<file path="src/htw_ram.sv">
// Generic single-write, single-read RAM with a registered read port.
// Standalone; no package needed.
module htw_ram #(
  parameter int WIDTH = 8,
  parameter int DEPTH = 64
) (
  input  logic                     clk,
  input  logic                     we,
  input  logic [$clog2(DEPTH)-1:0] waddr,
  input  logic [WIDTH-1:0]         wdata,
  input  logic [$clog2(DEPTH)-1:0] raddr,
  output logic [WIDTH-1:0]         rdata
);

  logic [WIDTH-1:0] mem [DEPTH];

  always_ff @(posedge clk) begin
    if (we) begin
      mem[waddr] <= wdata;
    end
    rdata <= mem[raddr];
  end

endmodule

</file>
<file path="config.mk">
export PLATFORM = sky130hd
export DESIGN_NAME = htw_ram
export DESIGN_NICKNAME = d
export VERILOG_FILES = /design/src/htw_ram.sv
export SDC_FILE = /design/constraint.sdc
export NUM_CORES = 1
export LEC_CHECK = 0
export BUFFER_PORTS_ARGS = -buffer_cell sky130_fd_sc_hd__buf_2
export CAP_MARGIN = 10
export CORE_UTILIZATION = 40
export CTS_CLUSTER_DIAMETER = 30
export DETAILED_ROUTE_END_ITERATION = 7
export PLACE_DENSITY_LB_ADDON = 0.1
export RECOVER_POWER = 50
export SYNTH_ARGS = -nofsm -noshare
export SYNTH_HDL_FRONTEND = slang
export SYNTH_SLANG_ARGS = --single-unit
export TNS_END_PERCENT = 1
</file>
<file path="constraint.sdc">
create_clock -name clk -period 2.7 [get_ports clk]
set_clock_uncertainty 0.15 [all_clocks]
set_input_delay 0 -clock clk [delete_from_list [all_inputs] [get_ports clk]]
set_output_delay 0 -clock clk [all_outputs]
set_load 0.1 [all_outputs]
</file>
Word-level counts from Yosys, hierarchy flattened
Memory sizes are Yosys's and may differ from the RTL's. A register that Yosys moved wholly into a read port is not among the register bits.
Index checks and enable logic that the tools add are counted.
W data, S select, Z words.
{ "totals": {"mem_bits_rw": 512, "input_bits": 22, "elab_cells": 3, "mem_count": 1, "out_inout_bits": 8, "register_bits": 0} }
{ "op_classes": {"muxes": 2} }
{ "mem_list": {"columns": ["name", "words", "width", "rd", "rd_clocked_by_memory_dff", "wr", "line_no", "text"], "rows": [
  ["mem", 64, 8, 1, 1, 1, "15", "logic [WIDTH-1:0] mem [DEPTH];"]
]} }
{ "op_table": {"columns": ["op", "count"], "rows": [
  ["$mux W1", 2]
]} }

Logic depth before layout (Yosys ltp)
Gate-level depths: netlist of the first run.
{ "logic_depth": {"ltp_word": 2, "mapped_depth": 9, "mapped_depth_nobuf": 5} }

Worst setup path after synthesis of the first run
Ideal clock, no wire load.
{ "synth_path": {"path_kind": "register to register", "startpoint": "mem mem[29][4]", "endpoint": "reg rdata[4], read port of mem", "setup_ns": 0.132, "period_less_slack_ns": 1.842, "required_ns": 2.418, "path_buffers": 0, "path_stages_with_launch": 6, "arrival_time_ns": 1.560, "setup_slack_ns": 0.858, "path_cell_list": "edfxtp_1 -> mux4_2 -> mux2_2 -> o221a_2 -> nor3_1 -> o32ai_1"} }
{ "synth_lines": {"columns": ["element", "line_no", "text"], "rows": [
  ["from (decl)", "15", null],
  ["to (decl)", "12", "output logic [WIDTH-1:0] rdata"]
]} }

==> metrics.md, run 1 <==
| Metric | Value |
|---|---|
| Core footprint | 49400 sq um |
| Most used DFF post-synth | edfxtp_1 |
| Setup bufs post-CTS | 0 |
| Top cells by area, synth | edfxtp_1, mux4_2, nor2_1 |
| CP cell instances | mux4_2 -> mux2_2 -> a221oi_1 -> o2bb2ai_1 |
| Die Ht | 227 microns |
| Tot Pwr | 23700 uW |
| Antenna-violating nets left | 0 |
| Hold crit path type | in -> reg |
| Final Wtd Congestion | 0.794 |
| Setup slack at placement | -387 ps |
| Global-route usage over all layers | 20.6% |
| Worst Path Arrival | 2830 ps |
| F_max | 0.400 GHz |
| Largest net degree at the start of global routing | 65 |
| Post-synth top area cell | edfxtp_1 |
| Grt ovf | 0 |
| Most frequent cell after synthesis | edfxtp_1 |
| Total clock sinks | 520 |
| RSZ-0062 raised after global routing | false |
| Vias/cell | 5.32 |
| Setup crit end kind | register |
| Synth async-reset ratio | 0% |
| Die X | 227 microns |
| R2R setup slack | 200 ps |
| Filler Cells Inserted | 3948 |
| Power per cell area | 917 nW/um^2 |
| Max-cap viol count | 2 |
| Max-slew headroom | -9.28% |
| Drt initial violations | 893 |
| HPWL Detailed | 31.9 mm |
| Leak | 0.00860 uW |
| Worst setup path category | reg -> reg |
| Post-synthesis cell count | 940 |
| Top cells by count, synth | edfxtp_1, mux4_2, nor2_1, mux2i_1, nand2_1 |
| Wirelength per Cell | 26.1 microns |
| CTS tree | done |
| Port Buffers | 29 |
| Die footprint | 51300 sq um |
| Hold Startpoint | raddr[2] |
| CP Launch Point | mem[45][2] |
| Clk slew on worst S/H paths | 50 ps |
| Minimum clock period | 2500 ps |
| Net Count, Synth | 962 |
| Clk Latency, worst-skew pair | 630 ps |
| Synth-to-layout area growth | 28.0% |
| Final routed DRC violation total | 0 |
| Antenna violations before repair | 4 |
| Post-Synthesis Cell Area | 20200 sq um |
| YS warnings | 0 |
| Syn avg cell area | 21.5 sq um |
| First-pass GRT wire length | 74.0 mm |
| DR vias | 10278 |
| Seq/Total Area, Yosys | 77.0% |
| Num CTS Buffers | 108 |
| Max-slew violation count | 61 |
| Clock Root Buffer | clkbuf_16 |
| Cell Rows | 81 |
| Layout cells sized above 1 | 37.4% |
| Final period util | 92.5% |
| Failing checks | capacitance limit, slew limit |
| Synthesized flop and latch total | 520 |
| Placed insts | 1704 |
| Worst VDD drop | 0.566 mV |
| Worst hold slack | 68.5 ps |
| Synth unique cells | 40 |
| EDFF count, synth | 512 |
| Final std cells w/o fill | 1931 |
| Outcome | complete, but fails checks |
| Crit path launch type | register |
| Hold path cells | 3 |
| Slew @ Worst Pin | 1640 ps |
| Clock Tree Buf Depth | 3 |
| Final worst setup slack | 201 ps |
| CP Max Fanout | 1 |
| Post-Route WL | 50.3 mm |
| IO Pins | 30 |
| Router iterations before antenna repair | 5 |
| H-tree Lvls | 3 |
| R2r startpoint | mem[45][2] |
| Final #Nets | 1192 |
| Final hold vios | 0 |
| Final setup vio count | 0 |
| Setup tns final | 0 ps |
| Slowest stage delay, CP | 910 ps |
| Reg2Reg Depth | 4 |
| Vias in the first global route | 10875 |
| Slowest CP cell | a221oi_1 |
| Initial Util | 40.9% |
| Share of the synthesized area in the top cell type | 76.2% |
| CP Data Required Time | 3030 ps |
## report_power, final
part / total, uW / switching, uW / leakage [uW] / internal (uW)
registers: 9000 / 38.3 / 0.00467 / 8960
clock network: 13700 / 4520 / 0.00184 / 9150
logic: 1010 / 653 / 0.00208 / 361
## registers in the layout (all words and copies together) (netlist names)
signal  flops
rdata       8
mem       512
## worst max-delay path: cells and delay by family, from the launching register on
kind | cells | cell delay, ps
multiplexers | 2 | 800
AO/OA/AOI/OAI | 2 | 1060
flip-flops | 1 | 360
## stage by stage
stage | instance area [sq um] | utilization (%)
3_3_place_gp | 21800 | 44.3
4_1_cts | 25900 | 52.4
2_1_floorplan | 20200 | -
5_1_grt | 25800 | 52.3
3_5_place_dp | 21800 | 44.3
6_report | 25800 | 52.3
## path summary, 6_finish.rpt
kind,end
setup / recovery,rdata[2]
hold / removal,rdata[5]
setup reg to reg,rdata[2]
hold reg to reg,rdata[4]
## area by class of cell
cell class	instances	area (sq um)	share of cell area [%]
Multi-Input combinational cell	369	4320	16.7
Antenna cell	1	2.50	0.00969
Clock buffer	115	2770	10.7
Clock inverter	91	1060	4.11
Sequential cell	520	15500	60.2
Tap cell	664	831	3.22
Timing Repair Buffer	171	1300	5.03
## layout by cell type, fill, tap and decap left out, drive strengths merged, types with 4 or more instances in the layout
cell type,count
edfxtp,512
clkbuf,137
buf,129
mux4,126
nor2,83
clkinv,40
mux2i,23
dlygate4sd3,20
nand2,19
inv,19
bufinv,17
clkinvlp,15
nor2b,14
mux2,13
nand3,13
o221ai,8
o22ai,8
dfxtp,8
nand2b,7
nor3,7
a221oi,6
a211oi,4
o21ai,4
## what timing repair did
| item | CTS | global route |
|---|---|---|
| hold endpoints to repair | 385 | 0 |
| endpoints found under the setup margin | 0 | 1 |
| gates resized for setup | 0 | 1 |
| hold buffers | 20 | 0 |
## routing by layer
layer / share of wire, % / routed length, microns / global-route usage, %
met5: 0 / 0 / 0
met4: 2.4 / 1200 / 8.35
met3: 5.2 / 2630 / 4.29
met2: 47 / 23500 / 31.2
met1: 46 / 23000 / 29.1
## cell families after synthesis
group                  Yosys count  synth area share [%]
DFF                            520                  77.0
muxes                          162                  15.9
and+or+nand+nor                153                  3.39
AOI/OAI and AO/OA               54                  2.07
buffers and inverters           51                  1.57
Note: power is estimated with default switching activity, not from simulation.
==> run 2: changes to the inputs <==
--- a/config.mk
+++ b/config.mk
@@ -5,6 +5,7 @@
 export SDC_FILE = /design/constraint.sdc
 export NUM_CORES = 1
 export LEC_CHECK = 0
+export ABC_AREA = 1
 export BUFFER_PORTS_ARGS = -buffer_cell sky130_fd_sc_hd__buf_2
 export CAP_MARGIN = 10
 export CORE_UTILIZATION = 40
==> metrics.md, run 2 <==
| Metric | Value |
|---|---|
| Drt initial violations | 1243 (was 893) |
| CTS tree | done (unchanged) |
| Final setup vio count | 0 (unchanged) |
| Final Cell Area | 26500 sq um (was 25800 sq um) |
| Final hold vios | 0 (unchanged) |
| Final #Nets | 1978 (was 1192) |
| Minimum clock period | 2530 ps (was 2500 ps) |
| Hold crit path type | in -> reg (unchanged) |
| Placed standard-cell area | 22500 sq um (was 21800 sq um) |
| DR vias | 14485 (was 10278) |
| Total clock sinks | 520 (unchanged) |
| Synthesized flop and latch total | 520 (unchanged) |
| Failing checks | capacitance limit, slew limit (unchanged) |
| Vias/cell | 5.28 (was 5.32) |
| Final routed DRC violation total | 0 (unchanged) |
| RSZ-0062 raised after global routing | false (unchanged) |
| Synth-to-layout area growth | 24.1% (was 28.0%) |
| Grt ovf | 0 (unchanged) |
| Vias in the first global route | 14264 (was 10875) |
| CP Data Required Time | 3080 ps (was 3030 ps) |
| IO Pins | 30 (unchanged) |
| Clock Tree Buf Depth | 3 (unchanged) |
| Port Buffers | 29 (unchanged) |
| Reg2Reg Depth | 10 (was 4) |
| Most frequent cells in the layout | nand2_1, edfxtp_1, nand3_1, clkbuf_16, buf_4 (was edfxtp_1, mux4_2, clkbuf_16, buf_4, nor2_1) |
| Num CTS Buffers | 114 (was 108) |
| Max-cap viol count | 7 (was 2) |
| Final worst setup slack | 171 ps (was 201 ps) |
| EDFF count, synth | 512 (unchanged) |
| Antenna-violating nets left | 0 (unchanged) |
| Share of the synthesized area in the top cell type | 72.0% (was 76.2%) |
| Clk slew on worst S/H paths | 50 ps (about the same) |
| Setup slack at placement | 597 ps (was -387 ps) |
| HPWL Detailed | 34.5 mm (was 31.9 mm) |
| Initial Util | 40.5% (was 40.9%) |
| Die Ht | 233 microns (was 227 microns) |
| Clk Latency, worst-skew pair | 660 ps (was 630 ps) |
| Most used DFF post-synth | edfxtp_1 (unchanged) |
| Wirelength per Cell | 22.4 microns (was 26.1 microns) |
| Power per cell area | 906 nW/um^2 (was 917 nW/um^2) |
| Most frequent cell after synthesis | nand2_1 (was edfxtp_1) |
| Outcome | complete, but fails checks (unchanged) |
| Setup crit end kind | register (unchanged) |
| Final Wtd Congestion | 0.830 (was 0.794) |
| Slew @ Worst Pin | 1840 ps (was 1640 ps) |
| Slowest stage delay, CP | 560 ps (was 910 ps) |
| Core footprint | 52700 sq um (was 49400 sq um) |
| Crit path launch type | register (unchanged) |
| Top flop regs | mem x512, rdata x8 (unchanged) |
| Final period util | 93.7% (was 92.5%) |
| Synth async-reset ratio | 0% (unchanged) |
| Router iterations before antenna repair | 5 (unchanged) |
| Final Util | 50.3% (was 52.3%) |
| Critical Path Sink | rdata[2] (unchanged) |
| Post-synth top area cell | edfxtp_1 (unchanged) |
| Post-Route WL | 61.5 mm (was 50.3 mm) |
| R2r endpoint | rdata[2] (unchanged) |
| Largest net degree at the start of global routing | 150 (was 65) |
| Cell Rows | 84 (was 81) |
| CP Launch Point | mem[54][2] (was mem[45][2]) |
| CP Max Fanout | 1 (unchanged) |
| Top cells by area, synth | edfxtp_1, nand2_1, nand3_1 (was edfxtp_1, mux4_2, nor2_1) |
| Max-slew headroom | -22.9% (was -9.28%) |
| Slowest CP cell | dlygate4sd3_1 (was a221oi_1) |
| Most common cell after layout, fill and taps aside | nand2_1 (was edfxtp_1) |
| CP cell instances | nand2_1 -> nand3_1 -> nand3_1 -> nand2_1 -> nand2_1 -> nand3_1 -> nand3_1 -> dlygate4sd3_1 -> nand2_1 -> dlygate4sd3_1 (was mux4_2 -> mux2_2 -> a221oi_1 -> o2bb2ai_1) |
| Post-synthesis cell count | 1805 (was 940) |
| Leak | 0.00983 uW (was 0.00860 uW) |
| Worst Path Arrival | 2910 ps (was 2830 ps) |
| Clock Root Buffer | clkbuf_16 (unchanged) |
| Largest Register | mem (unchanged) |
| Worst VDD drop | 0.547 mV (was 0.566 mV) |
| Post-Synthesis Cell Area | 21300 sq um (was 20200 sq um) |
| F_max | 0.395 GHz (was 0.400 GHz) |
| Worst setup path category | reg -> reg (unchanged) |
| Worst hold slack | 93.0 ps (was 68.5 ps) |
| Largest register FFs | 512 (unchanged) |
| Global-route usage over all layers | 23.2% (was 20.6%) |
| H-tree Lvls | 3 (unchanged) |
| Seq/Total Area, Yosys | 72.8% (was 77.0%) |
| First-pass GRT wire length | 91.6 mm (was 74.0 mm) |
| Die footprint | 54300 sq um (was 51300 sq um) |
| YS warnings | 0 (unchanged) |
| R2R setup slack | 170 ps (was 200 ps) |
| Synth unique cells | 16 (was 40) |
| Die X | 233 microns (was 227 microns) |
| Net Count, Synth | 1827 (was 962) |
| R2r startpoint | mem[54][2] (was mem[45][2]) |
| Top cells by count, synth | nand2_1, edfxtp_1, nand3_1, nor2_1, buf_2 (was edfxtp_1, mux4_2, nor2_1, mux2i_1, nand2_1) |
| Setup tns final | 0 ps (unchanged) |
| Max-slew violation count | 336 (was 61) |
| Layout cells sized above 1 | 14.7% (was 37.4%) |
| Antenna violations before repair | 4 (unchanged) |
| Syn avg cell area | 11.8 sq um (was 21.5 sq um) |
==> run 2: cell count changes after synthesis, moves of 8 or more <==
cell	before	now
nand2_1	19	648
mux2_2	13	0
o22ai_1	8	0
nor2b_1	14	0
buf_6	4	35
buf_2	11	37
mux2i_1	23	0
inv_1	0	10
nor2_1	83	56
nand3_1	13	439
o221ai_1	8	0
mux4_2	126	0
==> run 2: layout make-up <==
type | instances | area, sq um
multi-input combinational | 1160 | 4950
fill | 4631 | 26200
clock inverter | 84 | 967
clock buffer | 129 | 2910
inverter | 12 | 55.1
sequential | 520 | 15500
tap | 688 | 861
timing repair buffer | 148 | 1200
antenna | 3 | 7.51
==> run 2: cell families (layout without fill, tap and decap cells) <==
family	after synthesis	count (layout)	share of synthesized area [%]
AND/OR/NAND/NOR	1160	1160	23.2
buffers and inverters	125	373	4.02
flip-flops	520	520	72.8
other	0	3	0
==> run 2: timing repair <==
| action | CTS | global route |
|---|---|---|
| resized for setup | 0 | 0 |
| hold endpoints to repair | 506 | 0 |
| hold buffers | 24 | 0 |
| setup buffers | 0 | 0 |
==> run 2: metal layers <==
metal	routed length, microns	track usage (%)	vias up
met3	3920	5.13	113
met4	2010	8.82	2
met1	27100	31.8	7177
li1	-	-	6713
met2	28500	36.0	480
met5	13	0	-
==> run 2: how the worst min path moves through the flow <==
| stage | from | to | cells after the start |
|---|---|---|---|
| floorplan | wdata[0] | mem[0][0] | 0 |
| global placement | raddr[5] | rdata[3] | 3 |
| detailed placement | raddr[5] | rdata[2] | 3 |
| CTS | waddr[5] | mem[40][6] | 3 |
| global route | waddr[5] | mem[53][7] | 4 |
| finish | waddr[5] | mem[53][1] | 4 |
==> run 2: power by group <==
part / internal, uW / total (uW) / switching, uW
sequential: 8970 / 9010 / 38.6
clock: 9250 / 13700 / 4480
combinational: 289 / 1240 / 952
total: 18500 / 24000 / 5470
==> run 2: critical path, delay by kind of cell, from the launching register on <==
kind,cells,cell delay [ps]
AND/OR/NAND/NOR,8,810
buffers and inverters,2,1100
flip-flops,1,360
==> run 2: per-stage QoR <==
step           cells  total power, uW
3_3_place_gp    2504            10400
3_5_place_dp    2504            10400
6_report        2744            24000
4_1_cts         2741            24200
2_1_floorplan   1805             9860
5_1_grt         2742            24600
